## config.mk

```make
export PLATFORM = sky130hd
export DESIGN_NAME = echo_level_averager_core_flat
export DESIGN_NICKNAME = d
export VERILOG_FILES = /design/src/rtl/elp_pkg.sv /design/src/rtl/elp_channels.sv /design/src/rtl/echo_level_averager_core.sv /design/src/flat_wrapper.sv
export SDC_FILE = /design/constraint.sdc
export NUM_CORES = 2
export LEC_CHECK = 0
export BUFFER_PORTS_ARGS = -buffer_cell sky130_fd_sc_hd__buf_2
export CORE_UTILIZATION = 32
export DETAILED_ROUTE_END_ITERATION = 8
export PLACE_DENSITY = 0.59
export SKIP_CTS_REPAIR_TIMING = 1
export SYNTH_ARGS = -nofsm -noshare
export SYNTH_HDL_FRONTEND = slang
export SYNTH_SLANG_ARGS = --single-unit
export TNS_END_PERCENT = 20
```

## constraint.sdc

```tcl
create_clock -name clock -period 8.2 [get_ports clock]
set_input_delay 0.41 -clock clock [delete_from_list [all_inputs] [get_ports clock]]
set_output_delay 0.41 -clock clock [all_outputs]
set_load 0.01 [all_outputs]
```

## src/rtl/elp_pkg.sv

```systemverilog
package elp_pkg;

   // Field widths.
   localparam int EchoW    = 15;
   localparam int DistW    = 18;
   localparam int AreaW    = 16;
   localparam int VolW     = 24;

   // Configuration port.
   localparam int CsrIdxW  = 3;
   localparam int CsrDataW = 24;

   localparam logic [CsrIdxW-1:0] REG_EMPTY_HEIGHT   = 3'd0;
   localparam logic [CsrIdxW-1:0] REG_FULL_HEIGHT    = 3'd1;
   localparam logic [CsrIdxW-1:0] REG_BASE_AREA      = 3'd2;
   localparam logic [CsrIdxW-1:0] REG_MAX_VOLUME     = 3'd3;
   localparam logic [CsrIdxW-1:0] REG_FAULT_DISTANCE = 3'd4;

   localparam logic [DistW-1:0] RstEmptyHeight   = 18'd25600;
   localparam logic [DistW-1:0] RstFullHeight    = 18'd1280;
   localparam logic [AreaW-1:0] RstBaseArea      = 16'd256;
   localparam logic [VolW-1:0]  RstMaxVolume     = 24'd25600;
   localparam logic [DistW-1:0] RstFaultDistance = 18'd4608;

   // Half the speed of sound, 0.0343 cm/us / 2, in Q8 of 1/256 cm per us.
   localparam int SoundQ8W = 11;
   localparam logic [SoundQ8W-1:0] SoundQ8 = 11'd1124;

   localparam int DefaultSamples = 8;

endpackage

```

## src/rtl/elp_channels.sv

```systemverilog
interface elp_req_if import elp_pkg::*; ();
   logic             valid;
   logic             ready;
   logic [EchoW-1:0] echo_time;

   modport source (output valid, output echo_time, input ready);
   modport sink   (input valid, input echo_time, output ready);
endinterface

interface elp_rsp_if import elp_pkg::*; ();
   logic             valid;
   logic             ready;
   logic [DistW-1:0] avg_distance;
   logic [VolW-1:0]  volume;

   modport source (output valid, output avg_distance, output volume, input ready);
   modport sink   (input valid, input avg_distance, input volume, output ready);
endinterface

interface elp_csr_if import elp_pkg::*; ();
   logic                valid;
   logic                ready;
   logic [CsrIdxW-1:0]  reg_index;
   logic [CsrDataW-1:0] data;

   modport source (output valid, output reg_index, output data, input ready);
   modport sink   (input valid, input reg_index, input data, output ready);
endinterface

```

## src/rtl/echo_level_averager_core.sv

```systemverilog
// Ultrasonic tank level averager. Each request word carries one echo width in
// microseconds; it is turned into a distance in 1/256 cm (a zero width uses
// the fault distance register), averaged over the last SAMPLES distances and
// answered with one response word holding the average distance and the liquid
// volume. The sample ring lives in a one-port-read, one-port-write memory and
// the first sample after reset stands in for entries not yet written, so the
// average is valid from the first word on. One word is processed at a time.
// The ring is read at the edge that accepts the request. The response is
// presented after ring update and running sum, reciprocal multiply, quotient
// correction, volume multiply and output load. The output load waits while
// the response register still holds a previous word not yet taken. The next
// request can be accepted only once the output load is done and the block is
// idle again. A new request is accepted while an earlier response is still
// pending. Configuration writes are accepted in every cycle and take effect
// at once.
module echo_level_averager_core
   import elp_pkg::*;
#(
   parameter int SAMPLES = DefaultSamples
) (
   input  logic       clock,
   input  logic       reset,
   elp_req_if.sink    req_ch,
   elp_rsp_if.source  rsp_ch,
   elp_csr_if.sink    csr_ch
);

   localparam int IdxW = $clog2(SAMPLES);
   localparam int SumW = DistW + $clog2(SAMPLES);
   localparam int ProdW = 2 * SumW;
   // floor(2^SumW / SAMPLES); the quotient it gives is at most one too small.
   localparam logic [SumW-1:0] Recip = SumW'((longint'(1) << SumW) / SAMPLES);
   localparam logic [SumW-1:0] SamplesW = SumW'(SAMPLES);
   localparam logic [IdxW-1:0] LastSlot = IdxW'(SAMPLES - 1);

   localparam logic [2:0] ST_IDLE    = 3'd0;
   localparam logic [2:0] ST_SUM     = 3'd1;
   localparam logic [2:0] ST_DIV_MUL = 3'd2;
   localparam logic [2:0] ST_DIV_FIX = 3'd3;
   localparam logic [2:0] ST_VOL_MUL = 3'd4;
   localparam logic [2:0] ST_OUT     = 3'd5;

   logic [2:0]              state_ff;
   logic [2:0]              state_in;

   logic [DistW-1:0]        empty_ff;
   logic [DistW-1:0]        full_ff;
   logic [AreaW-1:0]        area_ff;
   logic [VolW-1:0]         maxvol_ff;
   logic [DistW-1:0]        fault_ff;

   logic [DistW-1:0]        ring_mem [SAMPLES];
   logic [DistW-1:0]        rd_ff;
   logic [SAMPLES-1:0]      written_ff;
   logic [IdxW-1:0]         slot_ff;
   logic [DistW-1:0]        first_ff;
   logic                    warm_ff;
   logic [SumW-1:0]         sum_ff;
   logic [SumW-1:0]         sum_in;

   logic [DistW-1:0]        dist_ff;
   logic [DistW-1:0]        dist_in;
   logic [ProdW-1:0]        prod_ff;
   logic [DistW-1:0]        avg_ff;
   logic [DistW-1:0]        avg_in;
   logic [DistW+AreaW-1:0]  vprod_ff;
   logic                    is_empty_ff;
   logic                    is_full_ff;

   logic                    rsp_valid_ff;
   logic [DistW-1:0]        rsp_avg_ff;
   logic [VolW-1:0]         rsp_vol_ff;

   logic                    req_take;
   logic                    out_load;
   logic [DistW-1:0]        old_dist;
   logic [SumW-1:0]         quot0;
   logic [SumW-1:0]         rem0;
   logic [DistW+AreaW-9:0]  vol_shift;
   logic [VolW-1:0]         vol_in;

   assign req_ch.ready = (state_ff == ST_IDLE);
   assign req_take     = req_ch.valid && req_ch.ready;
   assign csr_ch.ready = 1'b1;
   assign out_load     = (state_ff == ST_OUT) && (!rsp_valid_ff || rsp_ch.ready);

   assign rsp_ch.valid        = rsp_valid_ff;
   assign rsp_ch.avg_distance = rsp_avg_ff;
   assign rsp_ch.volume       = rsp_vol_ff;

   always_comb begin
      state_in = state_ff;
      unique case (state_ff)
         ST_IDLE:    if (req_take) state_in = ST_SUM;
         ST_SUM:     state_in = ST_DIV_MUL;
         ST_DIV_MUL: state_in = ST_DIV_FIX;
         ST_DIV_FIX: state_in = ST_VOL_MUL;
         ST_VOL_MUL: state_in = ST_OUT;
         ST_OUT:     if (out_load) state_in = ST_IDLE;
         default:    state_in = ST_IDLE;
      endcase
   end

   // Distance conversion; the product of a 15-bit width and 1124 keeps 18 bits.
   always_comb begin
      dist_in = DistW'((EchoW+SoundQ8W)'(req_ch.echo_time) * (EchoW+SoundQ8W)'(SoundQ8)
                       >> 8);
      if (req_ch.echo_time == '0) begin
         dist_in = fault_ff;
      end
   end

   // Before warm-up every entry counts as this first distance.
   always_comb begin
      old_dist = written_ff[slot_ff] ? rd_ff : first_ff;
      if (warm_ff) begin
         sum_in = sum_ff - SumW'(old_dist) + SumW'(dist_ff);
      end else begin
         sum_in = SumW'(SumW'(dist_ff) * SamplesW);
      end
   end

   always_comb begin
      quot0  = prod_ff[ProdW-1:SumW];
      rem0   = sum_ff - SumW'(quot0 * SamplesW);
      avg_in = (rem0 >= SamplesW) ? DistW'(quot0 + SumW'(1)) : DistW'(quot0);
   end

   always_comb begin
      vol_shift = vprod_ff[DistW+AreaW-1:8];
      if (is_empty_ff) begin
         vol_in = '0;
      end else if (is_full_ff) begin
         vol_in = maxvol_ff;
      end else if (vol_shift[DistW+AreaW-9:VolW] != '0) begin
         vol_in = '1;
      end else begin
         vol_in = vol_shift[VolW-1:0];
      end
   end

   // Ring memory: read when a word is taken, written back in the next cycle, in the sum state.
   always_ff @(posedge clock) begin
      if (req_take) begin
         rd_ff <= ring_mem[slot_ff];
      end
      if (state_ff == ST_SUM) begin
         ring_mem[slot_ff] <= dist_ff;
      end
   end

   always_ff @(posedge clock) begin
      if (reset) begin
         state_ff     <= ST_IDLE;
         written_ff   <= '0;
         slot_ff      <= '0;
         first_ff     <= '0;
         warm_ff      <= 1'b0;
         sum_ff       <= '0;
         rsp_valid_ff <= 1'b0;
      end else begin
         state_ff <= state_in;
         if (state_ff == ST_SUM) begin
            sum_ff              <= sum_in;
            written_ff[slot_ff] <= 1'b1;
            slot_ff             <= (slot_ff == LastSlot) ? '0 : slot_ff + IdxW'(1);
            warm_ff             <= 1'b1;
            if (!warm_ff) begin
               first_ff <= dist_ff;
            end
         end
         if (out_load) begin
            rsp_valid_ff <= 1'b1;
         end else if (rsp_ch.ready) begin
            rsp_valid_ff <= 1'b0;
         end
      end
   end

   always_ff @(posedge clock) begin
      if (req_take) begin
         dist_ff <= dist_in;
      end
      if (state_ff == ST_DIV_MUL) begin
         prod_ff <= ProdW'(sum_ff) * ProdW'(Recip);
      end
      if (state_ff == ST_DIV_FIX) begin
         avg_ff <= avg_in;
      end
      if (state_ff == ST_VOL_MUL) begin
         vprod_ff    <= (DistW+AreaW)'(empty_ff - avg_ff) * (DistW+AreaW)'(area_ff);
         is_empty_ff <= (avg_ff >= empty_ff);
         is_full_ff  <= (avg_ff <= full_ff);
      end
      if (out_load) begin
         rsp_avg_ff <= avg_ff;
         rsp_vol_ff <= vol_in;
      end
   end

   always_ff @(posedge clock) begin
      if (reset) begin
         empty_ff  <= RstEmptyHeight;
         full_ff   <= RstFullHeight;
         area_ff   <= RstBaseArea;
         maxvol_ff <= RstMaxVolume;
         fault_ff  <= RstFaultDistance;
      end else if (csr_ch.valid && csr_ch.ready) begin
         unique case (csr_ch.reg_index)
            REG_EMPTY_HEIGHT:   empty_ff  <= csr_ch.data[DistW-1:0];
            REG_FULL_HEIGHT:    full_ff   <= csr_ch.data[DistW-1:0];
            REG_BASE_AREA:      area_ff   <= csr_ch.data[AreaW-1:0];
            REG_MAX_VOLUME:     maxvol_ff <= csr_ch.data[VolW-1:0];
            REG_FAULT_DISTANCE: fault_ff  <= csr_ch.data[DistW-1:0];
            default: ;
         endcase
      end
   end

endmodule

```

## src/flat_wrapper.sv

```systemverilog
// flat-port wrapper written by rule: the top's interface ports become plain ports
module echo_level_averager_core_flat import elp_pkg::*;
#(
   parameter int SAMPLES = DefaultSamples
)
  (clock, reset, req_ch_valid, req_ch_echo_time, req_ch_ready, rsp_ch_valid, rsp_ch_avg_distance, rsp_ch_volume, rsp_ch_ready, csr_ch_valid, csr_ch_reg_index, csr_ch_data, csr_ch_ready);
  elp_req_if req_ch_i ();
  elp_rsp_if rsp_ch_i ();
  elp_csr_if csr_ch_i ();
  input  logic clock;
  input  logic reset;
  input wire logic [$bits(req_ch_i.valid)-1:0] req_ch_valid;
  input wire logic [$bits(req_ch_i.echo_time)-1:0] req_ch_echo_time;
  output wire logic [$bits(req_ch_i.ready)-1:0] req_ch_ready;
  output wire logic [$bits(rsp_ch_i.valid)-1:0] rsp_ch_valid;
  output wire logic [$bits(rsp_ch_i.avg_distance)-1:0] rsp_ch_avg_distance;
  output wire logic [$bits(rsp_ch_i.volume)-1:0] rsp_ch_volume;
  input wire logic [$bits(rsp_ch_i.ready)-1:0] rsp_ch_ready;
  input wire logic [$bits(csr_ch_i.valid)-1:0] csr_ch_valid;
  input wire logic [$bits(csr_ch_i.reg_index)-1:0] csr_ch_reg_index;
  input wire logic [$bits(csr_ch_i.data)-1:0] csr_ch_data;
  output wire logic [$bits(csr_ch_i.ready)-1:0] csr_ch_ready;
  assign req_ch_i.valid = req_ch_valid;
  assign req_ch_i.echo_time = req_ch_echo_time;
  assign req_ch_ready = req_ch_i.ready;
  assign rsp_ch_valid = rsp_ch_i.valid;
  assign rsp_ch_avg_distance = rsp_ch_i.avg_distance;
  assign rsp_ch_volume = rsp_ch_i.volume;
  assign rsp_ch_i.ready = rsp_ch_ready;
  assign csr_ch_i.valid = csr_ch_valid;
  assign csr_ch_i.reg_index = csr_ch_reg_index;
  assign csr_ch_i.data = csr_ch_data;
  assign csr_ch_ready = csr_ch_i.ready;
  echo_level_averager_core #(.SAMPLES(SAMPLES)) u_core (.clock(clock), .reset(reset), .req_ch(req_ch_i), .rsp_ch(rsp_ch_i), .csr_ch(csr_ch_i));
endmodule
```

; ---- Word level (Yosys, flattened, before mapping)
; Memory sizes are Yosys's and may differ from the RTL's. A register that Yosys moved wholly into a read port is not among the register bits.
; Index checks and enable logic that the tools add are counted.
[classes]
magnitude_cmp = 5
bitwise = 2
mul = 2
mux = 18
n_reduce_logical = 17
addsub = 6
n_eq_ne = 12
[ops]
columns = op, n
row1 = $mux W18, 3
row2 = $mux W24, 2
row3 = $mul A34 B16 Y34, 1
row4 = $mul A15 B9 Y24 const B, 1
row5 = $add A21 B18 Y21, 1
row6 = $ge A21 B4 Y1 const B, 1
row7 = $mux W21, 1
row8 = $sub A21 B18 Y21, 1
row9 = $sub A21 B21 Y21, 1
row10 = $sub A18 B18 Y19, 1
row11 = $add A18 B1 Y18 const B, 1
row12 = $ge A18 B18 Y1, 1
row13 = $le A18 B18 Y1, 1
row14 = $pmux W3 S6, 1
row15 = $logic_not A15 Y1, 1
row16 = $reduce_and A2 Y1, 7
row17 = $eq A3 B2 Y1 const B, 4
row18 = $eq A3 B3 Y1 const B, 4
row19 = $mux W3, 3
row20 = $or A8 B8 Y8, 1
row21 = $eq A3 B1 Y1 const B, 2
row22 = $logic_not A3 Y1, 2
row23 = $mux W1, 6
row24 = $lt A3 B4 Y1 const B, 1
row25 = other kinds (11), 14
[word_totals]
in_bits = 47
register_bits = 284
mem_count = 1
ramBits = 144
[mem_list]
columns = memory, words, width, read_ports, rd_ports_with_merged_regs, write_ports, line
row1 = u_core.ring_mem, 8, 18, 1, 1, 1, echo_level_averager_core.sv:52  ; logic [DistW-1:0] ring_mem [SAMPLES];

; ---- Depth between registers and ports, before layout
[logic_depth]
depth_word = 6
ltp_mapped = 40
mapped_depth_nobuf = 39

; ---- Worst setup path after synthesis
; No wires, ideal clock.
[synth_path]
kind = register to register
from = reg u_core.avg_ff[0]
to = reg u_core.vprod_ff[33], data pin
slack_ns = -0.700
required_ns = 7.932
stages_incl_launch_ff = 36
arrival_time_ns = 8.633
cell_sequence = edfxtp_1 ha_1 inv_1 fa_1 a21o_1 a21oi_1 o21ai_1 a21oi_1 o21ai_1 a21oi_1 o21ai_1 a311o_1 a21oi_1 clkbuf_1 nand2_1 fa_1 inv_1 fa_1 fa_1 fa_1 fa_1 inv_1 fa_1 inv_1 ha_1 a21o_1 a21o_1 a21o_1 a21o_1 a21o_1 a21oi_1 a21oi_1 a2111oi_2 o21bai_1 a21oi_1 xnor3_1
[synth_via]
elab_chain_cells = 2
[synth_rtl]
columns = element, line
row1 = start: declaration, echo_level_averager_core.sv:64  ; logic [DistW-1:0] avg_ff;
row2 = start signal: assignment, echo_level_averager_core.sv:188  ; avg_ff <= avg_in;
row3 = $sub A18 B18 Y19, echo_level_averager_core.sv:191  ; vprod_ff <= (DistW+AreaW)'(empty_ff - avg_ff) * (DistW+AreaW)'(area_ff);
row4 = $mul A34 B16 Y34, echo_level_averager_core.sv:191
row5 = end signal: assignment, echo_level_averager_core.sv:191
row6 = end: declaration, echo_level_averager_core.sv:66  ; logic [DistW+AreaW-1:0] vprod_ff;
; No other way between the ends.
; A chain may end at the register's enable or synchronous reset.

; ---- Worst setup path in the final report
; Ends and elaborated chain as after synthesis.

==> out/results.ini <==
[status]
outcome=finished, violations left
violations=setup timing

[setup_path]
crit_type=register to register
cp-start-kind=register
max_stage_delay_ps=560
cp_slowest_cell=fa_1
path_max_fanout=4
cp-end-kind=register
crit_arrival_ps=8790
required_ps=8500

[detailed_routing]
wirelength_met1_um=39300
drcViolationCount=0
via_count=22690
route.met2.wl_um=37040
wl_per_cell_um=17.85
ant_nets=0
drt_iter0_markers=1570
top_layer=met5
first_pass_iters=5
met3WireLength_um=5394
vias_per_cell=4.847
wl_um=83550

[yosys]
netlist_area_sq_mm=0.03215
synth_area_leaders=edfxtp_1, fa_1, dfxtp_1
synth_seq_cells=435
syn_inst=3198
seq_area_frac_synth=0.3600
synth-main-ff-cell=edfxtp_1
synth.most_common_cell=inv_1
avgSynthCellArea_sq_um=10.05
ys_types=75
netlist.area_leader.share=0.2672
synth_top_area_cell=edfxtp_1
syn_nets=3794
yosys_warnings=0
netlist_top_cells_count=inv_1, nand2_1, fa_1
synth_edf_count=286
synthArstFlopShare=0

[place]
place_hpwl_um=63140
placedInstanceArea_sq_mm=0.03485
port_buffers=90
dp_cells=4581
preCtsSetupSlack_ps=-301.3
routabilityCongestion=0.8689

[timing]
slew_headroom=0.2172
setup_viol=5
fin_crit_ps=8487
rsz0062_at_grt=true
max_freq_mhz=117.8
slew_viol_final=0
final_hold_viol_count=0
setup_tns_ps=-633.0
fin_skew_ps=58.54
layout_setup_ws_ps=-286.5
worstMarginPinSlew_ps=1170
post-route-period-util=1.035

[final_layout]
final_area_sq_mm=0.03671
syn_to_final_growth_pct=14.20
drive_gt1_frac=0.1170
post-route-util=0.3708
fill_cells=9814
fin_cells=4681
nets=3948

[clock_tree]
h-tree-depth=2
clk_pin_slew_worst_paths_ps=60
cts_buffers=48
clockBufferDepth=3
cts_sinks=435
cts-root-buf=clkbuf_16
clk_latency_ps=610
cts_tree=done

[hold_path]
min_path_type=input pin to register

[global_routing]
track_usage=0.1668
grt_max_degree=82
grt_pass1_vias=22890
overflow=0
grt_pass1_wl_um=132500
antenna_found_initial=5

[floorplanning]
core_sq_mm=0.09899
rows=115
chipHeight_um=318.9
io_pins=92
start_util=0.3247
die_area_sq_mm=0.1017
die_x_um=318.9

[power]
worst_ir_drop_vdd_mv=0.1934
p_per_area_mw_per_mm2=215.2
p_leak_nw=15.87

[flow_run]
drv_cap=0

registers in the layout, summed over array words and instances (netlist names), 18 cells and up:
register	flops
u_core.maxvol_ff	24
u_core.rd_ff	18
u_core.empty_ff	18
u_core.sum_ff	21
u_core.fault_ff	18
u_core.prod_ff	18
u_core.first_ff	18
u_core.dist_ff	18
u_core.avg_ff	18
u_core.vprod_ff	26
u_core.rsp_ch.volume	24
u_core.rsp_ch.avg_distance	18
u_core.ring_mem	144
u_core.full_ff	18
kinds of logic after synthesis:
logic type,share of synthesized area
xor+xnor,0.02631
compound gates,0.09085
other cells,0.0001167
fa+ha+maj,0.2926
mux,0.009809
simple gates,0.1391
flops,0.3600
buf+inv,0.08119
final timing paths:
path / cells past startpoint / to / slack (ps) / startpoint
worst max-delay path: 37 / u_core.vprod_ff[33] / -290 / u_core.avg_ff[0]
worst max register to register: 37 / u_core.vprod_ff[33] / -290 / u_core.avg_ff[0]
worst min-delay path: 3 / u_core.maxvol_ff[21] / 100 / csr_ch_data[21]
worst min register to register: 2 / u_core.first_ff[12] / 450 / u_core.first_ff[12]
cells in the final DEF, fill, tap and decap left out, types with 22 or more instances in the layout:
| master | netlist | final |
|---|---|---|
| nand4_1 | 43 | 43 |
| a211oi_1 | 22 | 22 |
| a22oi_1 | 78 | 78 |
| dfxtp_1 | 149 | 148 |
| nor2b_1 | 51 | 50 |
| nand2_1 | 445 | 443 |
| o21ai_0 | 44 | 41 |
| buf_4 | 1 | 147 |
| fa_1 | 338 | 333 |
| edfxtp_1 | 286 | 286 |
| and2_1 | 145 | 143 |
| ha_1 | 211 | 209 |
| xnor2_1 | 70 | 65 |
| nor3_1 | 51 | 49 |
| xor2_1 | 24 | 24 |
| a21o_1 | 33 | 33 |
| nor2_1 | 99 | 96 |
| a21oi_1 | 175 | 166 |
| inv_1 | 557 | 550 |
| clkbuf_16 | 0 | 48 |
| buf_2 | 1 | 89 |
area by class of cell:
| type | instances | area (sq um) | area share |
|---|---|---|---|
| clock inverter | 24 | 362.8 | 0.009884 |
| antenna | 2 | 5.005 | 0.0001363 |
| tap | 1287 | 1610 | 0.04386 |
| sequential | 435 | 11570 | 0.3152 |
| inverter | 560 | 2102 | 0.05726 |
| clock buffer | 66 | 1299 | 0.03538 |
| timing repair buffer | 238 | 1565 | 0.04264 |
| multi-input combinational | 2069 | 18190 | 0.4956 |
where the power goes:
| part | total [mW] | switching, mW | leakage [nW] | internal [mW] |
|---|---|---|---|---|
| registers | 2.80 | 0.180 | 3.82 | 2.62 |
| logic | 2.83 | 1.62 | 11.3 | 1.21 |
| clock network | 2.27 | 0.921 | 0.793 | 1.35 |
| total | 7.90 | 2.72 | 15.9 | 5.18 |
metrics by stage:
step	hold slack [ps]	total power, mW
final	97.03	7.900
after global routing	104.9	8.420
after CTS	72.51	7.938
after detailed placement	440.2	5.642
after global placement	438.1	5.607
after floorplan	430.8	4.815
critical path, delay by kind of cell (launching register included):
| kind | cells | cell delay, ps |
|---|---|---|
| AND/OR/NAND/NOR | 1 | 140 |
| XOR/XNOR | 1 | 220 |
| adder cells (fa/ha/maj) | 9 | 3810 |
| AO/OA/AOI/OAI | 19 | 3110 |
| flip-flops | 1 | 370 |
| buffers and inverters | 7 | 520 |
metal layers:
| layer | vias to the layer above | global-route usage |
|---|---|---|
| met2 | 581 | 0.2579 |
| met1 | 11300 | 0.2440 |
| met3 | 95 | 0.02369 |
| met5 | - | 0 |
| met4 | 6 | 0.04231 |
| li1 | 10710 | - |
(Power assumes the default switching activity.)
